[config.mk]
export PLATFORM = sky130hd
export DESIGN_NAME = ldik_out
export DESIGN_NICKNAME = d
export VERILOG_FILES = /design/src/rtl/core/ldik_pkg.sv /design/src/rtl/core/ldik_out.sv
export VERILOG_INCLUDE_DIRS = /design/src /design/src/rtl/core
export SDC_FILE = /design/constraint.sdc
export NUM_CORES = 1
export LEC_CHECK = 0
export BUFFER_PORTS_ARGS = -buffer_cell sky130_fd_sc_hd__buf_2
export CAP_MARGIN = 20
export CORE_ASPECT_RATIO = 0.6
export CORE_MARGIN = 10
export CORE_UTILIZATION = 45
export CTS_CLUSTER_SIZE = 24
export DETAILED_ROUTE_END_ITERATION = 8
export MAX_ROUTING_LAYER = met4
export PLACE_DENSITY_LB_ADDON = 0.2
export SETUP_SLACK_MARGIN = 0.15
export SLEW_MARGIN = 5
export SYNTH_ARGS = -nofsm -noshare
export SYNTH_HDL_FRONTEND = slang
export SYNTH_SLANG_ARGS = --single-unit
[constraint.sdc]
create_clock -name clk -period 8.7 [get_ports clk]
set_input_delay 0 -clock clk [delete_from_list [all_inputs] [get_ports clk]]
set_output_delay 0 -clock clk [all_outputs]
set_load 0.01 [all_outputs]
[src/rtl/core/linear_delta_inverse_kinematics_core_assert.svh]
// Assertion macros shared by the delta kinematics core modules.
// Needs a clock and a synchronous active-high reset at each use.
`ifndef LINEAR_DELTA_INVERSE_KINEMATICS_CORE_ASSERT_SVH
`define LINEAR_DELTA_INVERSE_KINEMATICS_CORE_ASSERT_SVH

// Consequent must hold in the same cycle as the antecedent.
`define LDIK_ASSERT_SAME(label, clk, rst, ante, cons) \
  label: assert property (@(posedge clk) disable iff (rst) (ante) |-> (cons)) \
    else $error("ldik: same-cycle check failed");

// Consequent must hold in the cycle after the antecedent.
`define LDIK_ASSERT_NEXT(label, clk, rst, ante, cons) \
  label: assert property (@(posedge clk) disable iff (rst) (ante) |=> (cons)) \
    else $error("ldik: next-cycle check failed");

`endif

[src/rtl/core/ldik_pkg.sv]
// Shared types and constants for the delta kinematics core.
// No dependencies; the module files refer to it by scoped names.
package ldik_pkg;

  localparam int REG_BITS   = 18;
  localparam int OUT_BITS   = 21;
  localparam int SQRT3_BITS = 21;
  localparam int ROUND_SHIFT = 20;
  localparam int MAG_BITS   = REG_BITS + 1;
  localparam int SQ_BITS    = 2 * MAG_BITS;
  localparam int ROOT_BITS  = MAG_BITS;
  localparam int LANES      = 3;
  localparam int IDX_BITS   = 2;

  // sqrt(3) in Q20, rounded to nearest.
  localparam logic [SQRT3_BITS-1:0] SQRT3_Q20 = 21'd1816187;

  localparam logic [IDX_BITS-1:0] REG_ARM_LENGTH      = 2'd0;
  localparam logic [IDX_BITS-1:0] REG_PLATFORM_RADIUS = 2'd1;
  localparam logic [IDX_BITS-1:0] REG_BASE_RADIUS     = 2'd2;
  localparam logic [IDX_BITS-1:0] REG_CARRIAGE_OFFSET = 2'd3;

  localparam logic [REG_BITS-1:0] ARM_LENGTH_RST      = 18'd225000;
  localparam logic [REG_BITS-1:0] PLATFORM_RADIUS_RST = 18'd60000;
  localparam logic [REG_BITS-1:0] BASE_RADIUS_RST     = 18'd170000;
  localparam logic [REG_BITS-1:0] CARRIAGE_OFFSET_RST = 18'd196000;

  typedef struct packed {
    logic [REG_BITS-1:0] arm_length;
    logic [REG_BITS-1:0] platform_radius;
    logic [REG_BITS-1:0] base_radius;
    logic [REG_BITS-1:0] carriage_offset;
  } cfg_t;

endpackage

[src/rtl/core/ldik_out.sv]
// Result stage: carriage heights from the roots, then an output register and a skid register.
// Drives the pipeline advance enable; uses ldik_pkg and the assertion header.
`include "linear_delta_inverse_kinematics_core_assert.svh"

module ldik_out #(
  parameter int COORD_BITS = 19
) (
  input  logic                                                clk,
  input  logic                                                rst,
  input  ldik_pkg::cfg_t                                      cfg,
  input  logic                                                res_valid,
  input  logic [ldik_pkg::LANES-1:0][ldik_pkg::ROOT_BITS-1:0] root,
  input  logic signed [COORD_BITS-1:0]                        z,
  input  logic                                                fail,
  output logic                                                en,
  output logic                                                out_valid,
  input  logic                                                out_stall,
  output logic signed [ldik_pkg::OUT_BITS-1:0]                carriage_one,
  output logic signed [ldik_pkg::OUT_BITS-1:0]                carriage_two,
  output logic signed [ldik_pkg::OUT_BITS-1:0]                carriage_three,
  output logic                                                out_of_workspace
);

  localparam int OB = ldik_pkg::OUT_BITS;
  localparam int RB = ldik_pkg::REG_BITS;
  localparam int HW = ((COORD_BITS > RB + 1) ? COORD_BITS : RB + 1) + 2;
  localparam int NL = ldik_pkg::LANES;

  logic [HW-1:0]         z_e;
  logic [NL-1:0][HW-1:0] ht_c;
  logic [NL-1:0][OB-1:0] res_c;

  assign z_e = {{(HW-COORD_BITS){z[COORD_BITS-1]}}, z};

  // The root covers four times the radicand, so halve it for micrometres.
  always_comb begin
    for (int i = 0; i < NL; i++) begin
      ht_c[i]  = z_e + {{(HW-RB){1'b0}}, root[i][RB:1]}
                     - {{(HW-RB){1'b0}}, cfg.carriage_offset};
      res_c[i] = fail ? '0 : ht_c[i][OB-1:0];
    end
  end

  logic                  skid_valid;
  logic [NL-1:0][OB-1:0] skid_res;
  logic                  skid_fail;
  logic                  take;

  assign take = out_valid && !out_stall;
  assign en   = !skid_valid;

  always_ff @(posedge clk) begin
    if (rst) begin
      out_valid  <= 1'b0;
      skid_valid <= 1'b0;
    end else if (skid_valid) begin
      if (take) begin
        skid_valid <= 1'b0;
      end
    end else if (res_valid) begin
      if (out_valid && !take) begin
        skid_valid <= 1'b1;
      end else begin
        out_valid <= 1'b1;
      end
    end else if (take) begin
      out_valid <= 1'b0;
    end
  end

  always_ff @(posedge clk) begin
    if (skid_valid) begin
      if (take) begin
        carriage_one     <= skid_res[0];
        carriage_two     <= skid_res[1];
        carriage_three   <= skid_res[2];
        out_of_workspace <= skid_fail;
      end
    end else if (res_valid) begin
      if (out_valid && !take) begin
        skid_res  <= res_c;
        skid_fail <= fail;
      end else begin
        carriage_one     <= res_c[0];
        carriage_two     <= res_c[1];
        carriage_three   <= res_c[2];
        out_of_workspace <= fail;
      end
    end
  end

  logic heights_zero;

  assign heights_zero = (carriage_one == '0) && (carriage_two == '0) && (carriage_three == '0);

  `LDIK_ASSERT_SAME(a_skid_behind_out, clk, rst, skid_valid, out_valid)
  `LDIK_ASSERT_NEXT(a_drain_empties, clk, rst, take && !skid_valid && !res_valid, !out_valid)
  `LDIK_ASSERT_SAME(a_unreachable_zero, clk, rst, out_valid && out_of_workspace, heights_zero)

endmodule

==> results.md, run 1 <==
* Outcome: complete, no violations
* #FFs+latches synth at between 100 and 150
* EDFF count, synth at 128
* Die Span Y at around 130 µm
* RR Endpoint: carriage_three[8]
* Ports at about 220
* Routed Antenna Nets at 0
* Worst reg2reg path depth at 5
* Largest net degree at the start of global routing at 67
* GRT Util Overall at between 10% and 20%
* Drt via density at about 5.3
* Unrepaired setup endpoints after global routing: no
* Initial core utilization at between 40% and 50%
* H-tree Lvls at 4
* Worst setup margin at ~5300 ps
* Pwr Density at between 200 and 250 nW/µm²
* Final RePlAce weighted congestion at 0.9761
* Fmax at 298.3 MHz
* Initial antenna violation count at 2
* First DRT Iteration DRCs at 714
* Vias in the first global route at 7505
* Post-synthesis cell type count at 64
* Rel. slew slack at 34.64%
* Max cap viols at 0
* Clk sinks at 130
* Setup TNS at 0 ps
* Max VDD drop at ~0.00014 V
* Die Area at around 28000 µm²
* Core Footprint at 21080 µm²
* Critical path peak fanout at 65
* # setup viols final at 0
* Wirelength per Cell at 18.92 µm
* DR pass1 iterations at 5
* Hold Path Depth at 2
* Worst path required time at 8750 ps
* Mapped Area at around 9700 µm²
* # DRC at 0
* Worst Tran Pin Value at a little under 1000 ps
* First-pass GRT wire length at 42010 µm
* Tcrit/Tclk final at between 30 and 40%
* Critical-path cell list: buf_4 -> inv_2 -> nand2_1 -> a21boi_4 -> buf_4
* CP most frequent cell: buf_4
* Fraction of layout cells with a size suffix above 1 at 21.53%
* CP Launch Type: flop
* # nets final at around 1400
* TritonCTS Buffers at 17
* Main synth FF type: edfxtp_1
* Fin crit period at between 3000 and 4000 ps
* Reg clk slew, reported paths at 70 ps
* Die span in x at 209.5 µm
* Layout area overhead at 17.73%
* Post-synth top cells: inv_1 (189), edfxtp_1 (128), nor2_1 (81), nand2_1 (69), ha_1 (60)
* Via count at 7475
* Syn Nets at about 1200
* Hold Violations, Final at 0
* Crit end category: flop
* Worst path arrival time at approximately 3400 ps
* Final Max Tran Viols at 0
* CP startpoint: skid_valid
* Slowest-stage cell, CP: a21boi_4
* Root Buffer: clkbuf_16
* Top cells by area, synth: edfxtp_1 (40%), fa_1 (11%), ha_1 (7.7%)
* Synth area leader: edfxtp_1
* Critical hold path startpoint: fail
* Post-synth top area share at 39.66%
* Reg2Reg Setup Slack at roughly 5300 ps
* Setup Skew at approximately 8.7 ps
* Async set-reset flop share out of synthesis at 0%
* Register area share after synthesis at around two fifths
* Final WL at approximately 27000 µm
* CP delay by family, top: buffers and inverters
* Post CTS Setup Buffer Count at 0
* Pre-CTS WS at about 5100 ps
* Critical R2R Launch: skid_valid
* Max stage delay on crit path at 720 ps
* CP Buf/Inv Count at 3
* Critical path class: flop to flop
* Gr ovfl total at 0
* Final HPWL DP at 20600 µm
* Syn Area/Cell at around 10 µm²
* Number of cell rows at 41
* Most numerous cell in the Yosys netlist: inv_1
* Hold EP: skid_res[51]
* Synthesized instance count at between 900 and 1000
* YS warnings at 0
* Leakage power at 5.292 nW
* Min-delay worst type: input port to flop
* I/O Buffers at 161
* Clk Latency, worst-skew pair at 430 ps
* CTS tree: built
* Clk buf depth at 2
## cells by family (layout without fill, tap and decap cells)
group           after synthesis  in the layout  share of synthesized area, %
mux                          27             27                         3.124
buf+inv                     224            391                         9.063
fa+ha+maj                   114            114                         18.90
simple gates                225            225                         10.44
compound gates              213            213                         14.96
xor+xnor                     38             38                         3.434
flops                       130            130                         40.07
other cells                   0              2                             0
## per-layer routing
metal | up-vias | wire length, µm | track usage [%]
li1 | 3619 | - | -
met1 | 3554 | 14540 | 30.53
met2 | 280 | 9953 | 24.07
met3 | 22 | 2058 | 4.692
met4 | 0 | 289 | 4.656
met5 | - | 0 | -
## where the power goes
group / leakage (nW) / switching, W / internal [W]
combinational: 3.74 / 0.000569 / 0.000343
sequential: 1.24 / 0.0000164 / 0.000791
clock: 0.305 / 0.000306 / 0.000486
total: 5.29 / 0.000891 / 0.00162
## area by class of cell
cell class | count | area (µm²)
Fill cell | 1894 | 9674
Multi-Input combinational cell | 617 | 4949
Sequential cell | 130 | 3885
Timing Repair Buffer | 169 | 875.8
Inverter | 190 | 713.2
Clock buffer | 19 | 432.9
Tap cell | 279 | 349.1
Clock inverter | 13 | 200.2
Antenna cell | 2 | 5.005
## worst register-to-register path: stages (launching register included)
cell	delay (ps)
dfxtp_2	310
buf_4	330
inv_2	630
nand2_1	310
a21boi_4	720
buf_4	670
## how the worst max path moves through the flow
| stage | end | slack, ps | cells past startpoint |
|---|---|---|---|
| 6_report | carriage_three[8] | 5350 | 5 |
| 5_1_grt | carriage_three[7] | 5090 | 5 |
| 4_1_cts | carriage_three[7] | 5250 | 5 |
| 3_5_place_dp | carriage_three[17] | 5070 | 11 |
| 3_3_place_gp | carriage_three[17] | 5110 | 11 |
| 2_1_floorplan | carriage_one[0] | 2350 | 5 |
## layout by cell type, fill, tap and decap left out, drive strengths merged, types with 3 or more instances in the layout
cell,n
nor3,12
a21oi,48
dlygate4sd3,4
nor2b,13
xor2,15
o211ai,6
clkbuf,19
a211oi,14
o21ai,44
a21o,25
inv,194
and3b,3
nand4,10
mux2,26
fa,54
nand2b,3
and2,6
ha,60
bufinv,4
o31a,3
or4,3
or2,4
buf,165
nand2,69
a31oi,5
a211o,5
xnor2,23
and3,4
a21boi,5
a31o,6
o21a,6
edfxtp,128
o31ai,20
nor2,81
clkinv,4
nand3,15
o21bai,7
## state kept, by name, summed over array words and instances, names as in the netlist
| signal | flops |
|---|---|
| skid_valid | 1 |
| carriage_three | 21 |
| skid_fail | 1 |
| out_valid | 1 |
| carriage_two | 21 |
| carriage_one | 21 |
| out_of_workspace | 1 |
| skid_res | 63 |
## timing repair
| item | CTS | global route |
|---|---|---|
| gates resized for setup | 0 | 0 |
| endpoints found under the hold margin | 2 | 0 |
| hold buffers | 4 | 0 |
## per-stage QoR
| step | instance area, µm² | hold WS [ps] | std cells | utilization, % | power (W) |
|---|---|---|---|---|---|
| after CTS | 11400 | 76.52 | 1417 | 54.09 | 0.002511 |
| after detailed placement | 10730 | 185.6 | 1381 | 50.90 | 0.001711 |
| final | 11410 | 112.3 | 1419 | 54.12 | 0.002512 |
| after global routing | 11410 | 116.0 | 1419 | 54.12 | 0.002649 |
| after global placement | 10730 | 185.6 | 1381 | 50.90 | 0.001699 |
| after floorplan | 9692 | 69.07 | 971 | - | 0.001433 |
Power figures use the tool's default switching activity.
==> run 2, diff against run 1 <==
--- a/config.mk
+++ b/config.mk
@@ -6,6 +6,7 @@
 export SDC_FILE = /design/constraint.sdc
 export NUM_CORES = 1
 export LEC_CHECK = 0
+export ABC_AREA = 1
 export BUFFER_PORTS_ARGS = -buffer_cell sky130_fd_sc_hd__buf_2
 export CAP_MARGIN = 20
 export CORE_ASPECT_RATIO = 0.6
==> constraint.sdc (replaced) <==
create_clock -name clk -period 2.9 [get_ports clk]
set_input_delay 0 -clock clk [delete_from_list [all_inputs] [get_ports clk]]
set_output_delay 0 -clock clk [all_outputs]
set_load 0.01 [all_outputs]
==> run 2 against run 1 <==
Largest power group unchanged. Hold slack gained 10 ps. Final cell count rose by 27%. Clock power grew 150%. Critical endpoint unchanged. Clock skew increased by 2.3 ps. Largest cell class unchanged. First-iteration DRC count grew 15%. Worst setup slack worse by 4600 ps. Wire length up 14%. Via count up 19%. Sequential share of layout area down 1.8 points. Combinational power increased to 3.1 times the previous value.
==> results.md, run 2 <==
* First-pass GRT wire length at 47770 µm (+14%)
* Syn Area/Cell at 7.851 µm² (-21%)
* I/O Buffers at 161 (unchanged)
* Gr ovfl total at 0 (unchanged)
* Placed instance area at 11510 µm² (+7.3%)
* Leakage power at 6.326 nW (+20%)
* Post-synth top area share at 37.26% (-2.4 points)
* Most frequent cells in the layout: nand2_1 (411), inv_1 (287), buf_2 (161), edfxtp_1 (128), nor2_1 (102)
* # nets final at 1750 (+26%)
* Worst Tran Pin Value at 840.5 ps (-139.9 ps)
* Unrepaired setup endpoints after global routing: no
* Clk Latency, worst-skew pair at 440 ps (about the same)
* Post-synth top cells: nand2_1 (411), inv_1 (289), edfxtp_1 (128), nor2_1 (103), ha_1 (60)
* Via count at 8909 (+19%)
* Final Max Tran Viols at 0 (unchanged)
* Register area share after synthesis at 37.65% (-2.4 points)
* Worst path arrival time at 2440 ps (-970 ps)
* Fmax at 463.5 MHz
* DR pass1 iterations at 5 (unchanged)
* Setup TNS at 0 ps (unchanged)
* TritonCTS Buffers at 17 (unchanged)
* Rel. slew slack at 43.62% (+9.0 points)
* Ports at 219 (unchanged)
* # setup viols final at 0 (unchanged)
* Drt via density at 4.938 (-6.3%)
* Top cells by area, synth: edfxtp_1 (37%), nand2_1 (15%), inv_1 (11%)
* Mapped Area at 10320 µm² (+6.4%)
* Fraction of layout cells with a size suffix above 1 at 16.19% (-5.3 points)
* Critical path peak fanout at 4 (-94%)
* Vias in the first global route at 8536 (+14%)
* Root Buffer: clkbuf_16
* Max stage delay on crit path at 470 ps (-250 ps)
* First DRT Iteration DRCs at 824 (+15%)
* Min-delay worst type: input port to flop
* H-tree Lvls at 4 (unchanged)
* Post-synthesis cell type count at 28 (-56%)
* CP Launch Type: input port
* #FFs+latches synth at 130 (unchanged)
* Pwr Density at 594.1 nW/µm² (+170%)
* Post-route design area at 12060 µm² (+5.7%)
* Initial core utilization at 46.30% (+0.33 points)
* Outcome: complete, no violations
* Tcrit/Tclk final at between 70% and 80%
* Syn Nets at 1581 (+28%)
* Post CTS Setup Buffer Count at 0 (unchanged)
* Clk sinks at 130 (unchanged)
* Worst path required time at 3180 ps (-5570 ps)
* Die span in x at 215.5 µm (+2.9%)
* Largest net degree at the start of global routing at 72 (+7.5%)
* Final RePlAce weighted congestion at 0.9768 (about the same)
* Die Area at 29580 µm² (+5.6%)
* Core Footprint at 22280 µm² (+5.7%)
* Reg clk slew, reported paths at 60 ps (about the same)
* Final WL at 30660 µm (+14%)
* CP delay by family, top: simple AND/OR/NAND/NOR gates
* Layout area overhead at 16.94%
* EDFF count, synth at 128 (unchanged)
* CP Buf/Inv Count at 3 (unchanged)
* Synth area leader: edfxtp_1
* Initial antenna violation count at 1 (-1)
* Async set-reset flop share out of synthesis at 0% (unchanged)
* Reg with most FFs: skid_res
* Synthesized instance count at 1314 (+35%)
* Critical path class: input port to flop
* # DRC at 0 (unchanged)
* Die Span Y at 137.3 µm (+2.7%)
* Hold Violations, Final at 0 (unchanged)
* Setup Skew at 11.05 ps (+2.313 ps)
* Main synth FF type: edfxtp_1
* Fin crit period at approximately 2200 ps
* YS warnings at 0 (unchanged)
* Max cap viols at 0 (unchanged)
* Number of cell rows at 42 (+2.4%)
* Largest register FFs at 63 (unchanged)
* Wirelength per Cell at 16.99 µm (-10%)
* Slowest-stage cell, CP: fa_1
* Final HPWL DP at 25030 µm (+22%)
* Most common cell after layout, fill and taps aside: nand2_1
* Most numerous cell in the Yosys netlist: nand2_1
* CTS tree: built
* GRT Util Overall at 21.54% (+2.0 points)
* Critical-path cell list: buf_2 -> inv_1 -> fa_1 -> fa_1 -> inv_1 -> nand3_1 -> nand3_1 -> nand2_1 -> nand2_1 -> nor2_1 -> nand3b_1 -> o21ai_1
* Crit end category: flop
* Max VDD drop at 0.0004433 V (+210%)
* Clk buf depth at 2 (unchanged)
* Routed Antenna Nets at 0 (unchanged)
-- run 2: changes by cell type after synthesis, moves of 20 or more --
cell,before,now
mux2_2,26,0
nand3b_1,0,22
o31ai_1,20,0
inv_1,189,289
nand2_1,69,411
nor2_1,81,103
a21o_1,25,1
nand3_1,15,45
-- run 2: final timing paths --
| kind | to | slack, ps | start | cells after the start |
|---|---|---|---|---|
| min reg2reg | carriage_two[9] | 520 | skid_res[30] | 2 |
| min | out_valid | 120 | res_valid | 6 |
| max | carriage_three[8] | 740 | z[1] | 12 |
| max reg2reg | carriage_three[17] | 930 | skid_valid | 4 |
-- run 2: final cells by class --
cell class,instances,area (µm²)
clock inverters,12,85.08
well taps,308,385.4
clock buffers,19,432.9
inverters,289,1085
multi-input cells,872,5260
fillers,2196,10220
repair buffers,173,928.4
diodes,1,2.502
flip-flops and latches,130,3885
-- run 2: cell families (layout without fill, tap and decap cells) --
kind of cell | Yosys count | in the layout | synth area share [%]
DFF | 130 | 130 | 37.65
xor gates and xnor gates | 11 | 11 | 0.9339
AOI/OAI and AO/OA | 89 | 89 | 4.706
and+or+nand+nor | 658 | 658 | 27.52
other | 0 | 1 | 0
adders and majority gates | 114 | 114 | 17.76
buffers and inverters | 312 | 493 | 11.44
-- run 2: stage by stage --
| step | total power (W) | util, % | hold slack (ps) | worst slack [ps] | instances |
|---|---|---|---|---|---|
| after floorplan | 0.004307 | - | 69.07 | 570.1 | 1314 |
| after global placement | 0.005176 | 51.67 | 170.2 | 409.8 | 1769 |
| after detailed placement | 0.005200 | 51.67 | 174.8 | 402.5 | 1769 |
| after CTS | 0.007162 | 54.13 | 100.2 | 851.1 | 1803 |
| after global routing | 0.007632 | 54.14 | 180.2 | 566.9 | 1804 |
| final | 0.007167 | 54.14 | 122.7 | 742.5 | 1804 |
-- run 2: power breakdown --
group / switching [W] / internal, W / total (W)
Sequential: 0.0000356 / 0.00234 / 0.00238
Clock: 0.000861 / 0.00108 / 0.00195
Combinational: 0.00190 / 0.000948 / 0.00285
Total: 0.00279 / 0.00437 / 0.00717
-- run 2: timing repair --
action	CTS	global route
resized for setup	0	0
endpoints found under the setup margin	0	0
endpoints found under the hold margin	2	0
hold buffers	3	0
-- run 2: worst min-delay path: stages --
cell and delay, ps:
buf_2 70, inv_1 30, nor2_1 120, a21oi_1 100, a21o_1 160, inv_1 40
-- run 2: per-layer routing --
layer	routed length, µm	GRT usage, %
met2	12090	28.87
met3	2242	5.562
met1	16090	31.84
met4	231	3.970
met5	0	-
==> run 3, diff against run 2 <==
==> constraint.sdc (replaced) <==
create_clock -name clk -period 2.2 [get_ports clk]
set_input_delay 0 -clock clk [delete_from_list [all_inputs] [get_ports clk]]
set_output_delay 0 -clock clk [all_outputs]
set_load 0.01 [all_outputs]
==> run 3 against run 2 <==
Clock-buffer cell count grew 3. Sequential share of layout area down 2.6 points. Flip-flop and latch count did not move.
==> results.md, run 3 (synthesis gave the netlist of run 2 again) <==
* First DRT Iteration DRCs at 782 (-5.1%)
* Leakage power at 6.820 nW (+7.8%)
* Number of cell rows at 42 (unchanged)
* Root Buffer: clkbuf_16
* Drt via density at 4.952 (+0.28%)
* Fmax at 505.0 MHz
* Worst Tran Pin Value at 425.2 ps (-415.4 ps)
* Unrepaired setup endpoints after global routing: yes
* I/O Buffers at 161 (unchanged)
* TritonCTS Buffers at 17 (unchanged)
* Final HPWL DP at 26330 µm (+5.2%)
* Clk sinks at 130 (unchanged)
* # nets final at 1852 (+5.8%)
* Worst reg2reg path depth at 4 (unchanged)
* Fin crit period at around 2000 ps
* Min-delay worst type: input port to flop
* Critical path class: input port to flop
* Routed Antenna Nets at 0 (unchanged)
* Max stage delay on crit path at 560 ps (+90 ps)
* Largest register FFs at 63 (unchanged)
* Setup Skew at 10.74 ps (-0.3090 ps)
* Crit end category: flop
* Core Util, Final at 58.97% (+4.8 points)
* Die Span Y at 137.3 µm (unchanged)
* Gr ovfl total at 0 (unchanged)
* Filler Cell Count at 2081 (-5.2%)
* Slowest-stage cell, CP: fa_1
* Wirelength per Cell at 17.19 µm (+1.2%)
* H-tree Lvls at 4 (unchanged)
* Die Area at 29580 µm² (unchanged)
* Clk Latency, worst-skew pair at 440 ps (about the same)
* Final RePlAce weighted congestion at 1.009 (+3.3%)
* Non-filler instance count after layout at 1907 (+5.7%)
* Placed insts at 1871 (+5.8%)
* Vias in the first global route at 9088 (+6.5%)
* Pwr Density at 786.7 nW/µm² (+32%)
* Worst hold slack at 40.77 ps (-81.97 ps)
* Clk buf depth at 2 (unchanged)
* Initial antenna violation count at 1 (unchanged)
* Tcrit/Tclk final at about nine tenths
* Post-route design area at 13140 µm² (+8.9%)
* Critical path peak fanout at 5 (+1)
* Final Power at 0.01034 W (+44%)
* Worst path arrival time at 2170 ps (-270 ps)
* Die span in x at 215.5 µm (unchanged)
* Max VDD drop at 0.0005494 V (+24%)
* Layout area overhead at 27.36%
* Final Max Tran Viols at 0 (unchanged)
* CTS tree: built
* Most common cell after layout, fill and taps aside: nand2_1
* Critical-path cell list: buf_2 -> inv_1 -> fa_1 -> inv_1 -> ha_1 -> nand2_1 -> o21ai_0 -> buf_4 -> a21oi_1 -> nand2_1 -> nand2_1 -> nand4_1 -> nand2_1
* Hold Path Depth at 3 (-3)
* Most frequent cells in the layout: nand2_1 (405), inv_1 (284), buf_2 (161), edfxtp_1 (128), buf_4 (106)
* # DRC at 0 (unchanged)
* CP most frequent cell: nand2_1
* Ports at 219 (unchanged)
* Reg clk slew, reported paths at 60 ps (about the same)
* Largest net degree at the start of global routing at 65 (-9.7%)
* Worst path required time at 2390 ps (-790 ps)
* DR pass1 iterations at 5 (unchanged)
* Rel. slew slack at 71.36% (+28 points)
* # setup viols final at 0 (unchanged)
* Max cap viols at 0 (unchanged)
* Fraction of layout cells with a size suffix above 1 at 24.53% (+8.3 points)
* Initial core utilization at 46.30% (unchanged)
* Hold Violations, Final at 0 (unchanged)
* First-pass GRT wire length at 50800 µm (+6.3%)
* Outcome: complete, no violations
* Final WL at 32790 µm (+7.0%)
* CP Launch Type: input port
* GRT Util Overall at 22.92% (+1.4 points)
* Reg with most FFs: skid_res
* Core Footprint at 22280 µm² (unchanged)
* Via count at 9444 (+6.0%)
* Placed instance area at 12330 µm² (+7.1%)
==> run 3: cell types whose count changed in the layout (fill, tap and decap cells not counted), sizes merged <==
cell,before,now
buf,170,272
clkbuf,19,22
clkinv,8,4
clkinvlp,3,9
inv,290,286
==> run 3: worst paths after layout <==
kind	start	endpoint	slack [ps]
max	z[15]	carriage_one[17]	220
min	fail	out_of_workspace	40
max reg2reg	skid_valid	skid_valid	570
min reg2reg	skid_res[6]	carriage_one[6]	510
==> run 3: area by class of cell <==
type | count | area (µm²) | area share, %
diodes | 1 | 2.502 | 0.01905
clock inverters | 10 | 77.57 | 0.5904
well taps | 308 | 385.4 | 2.933
flip-flops and latches | 130 | 3885 | 29.57
clock buffers | 22 | 474.2 | 3.609
repair buffers | 275 | 1732 | 13.18
multi-input cells | 872 | 5483 | 41.73
inverters | 289 | 1100 | 8.371
==> run 3: per-stage QoR <==
stage / setup TNS, ps / worst slack (ps)
4_1_cts: 0 / 194.4
3_5_place_dp: -12490 / -257.9
2_1_floorplan: 0 / 180.0
3_3_place_gp: -11600 / -244.1
5_1_grt: 0 / 127.3
6_report: 0 / 219.7
==> run 3: power by group <==
group / leakage [nW] / internal [W] / switching (W)
logic: 5.32 / 0.00180 / 0.00270
clock network: 0.255 / 0.00154 / 0.00116
registers: 1.25 / 0.00308 / 0.0000565
total: 6.82 / 0.00642 / 0.00392
==> run 3: worst max-delay path, delay by kind of cell <==
family | cells | cell delay [ps]
AOI/OAI and AO/OA | 2 | 370
buffers and inverters | 4 | 410
and+or+nand+nor | 5 | 410
adders and majority gates | 2 | 960
==> run 3: repair_timing <==
action,in CTS,in global routing
buffers inserted,0,0
hold buffers,3,0
resized for setup,0,49
hold endpoints to repair,2,0
setup endpoints to repair,0,50
==> run 3: metal layers <==
metal | GRT usage, % | up-vias | routed length [µm]
met3 | 5.781 | 18 | 2871
met4 | 4.048 | 0 | 287
met2 | 31.31 | 343 | 13020
li1 | - | 4632 | -
met1 | 33.59 | 4451 | 16610
met5 | - | - | 0
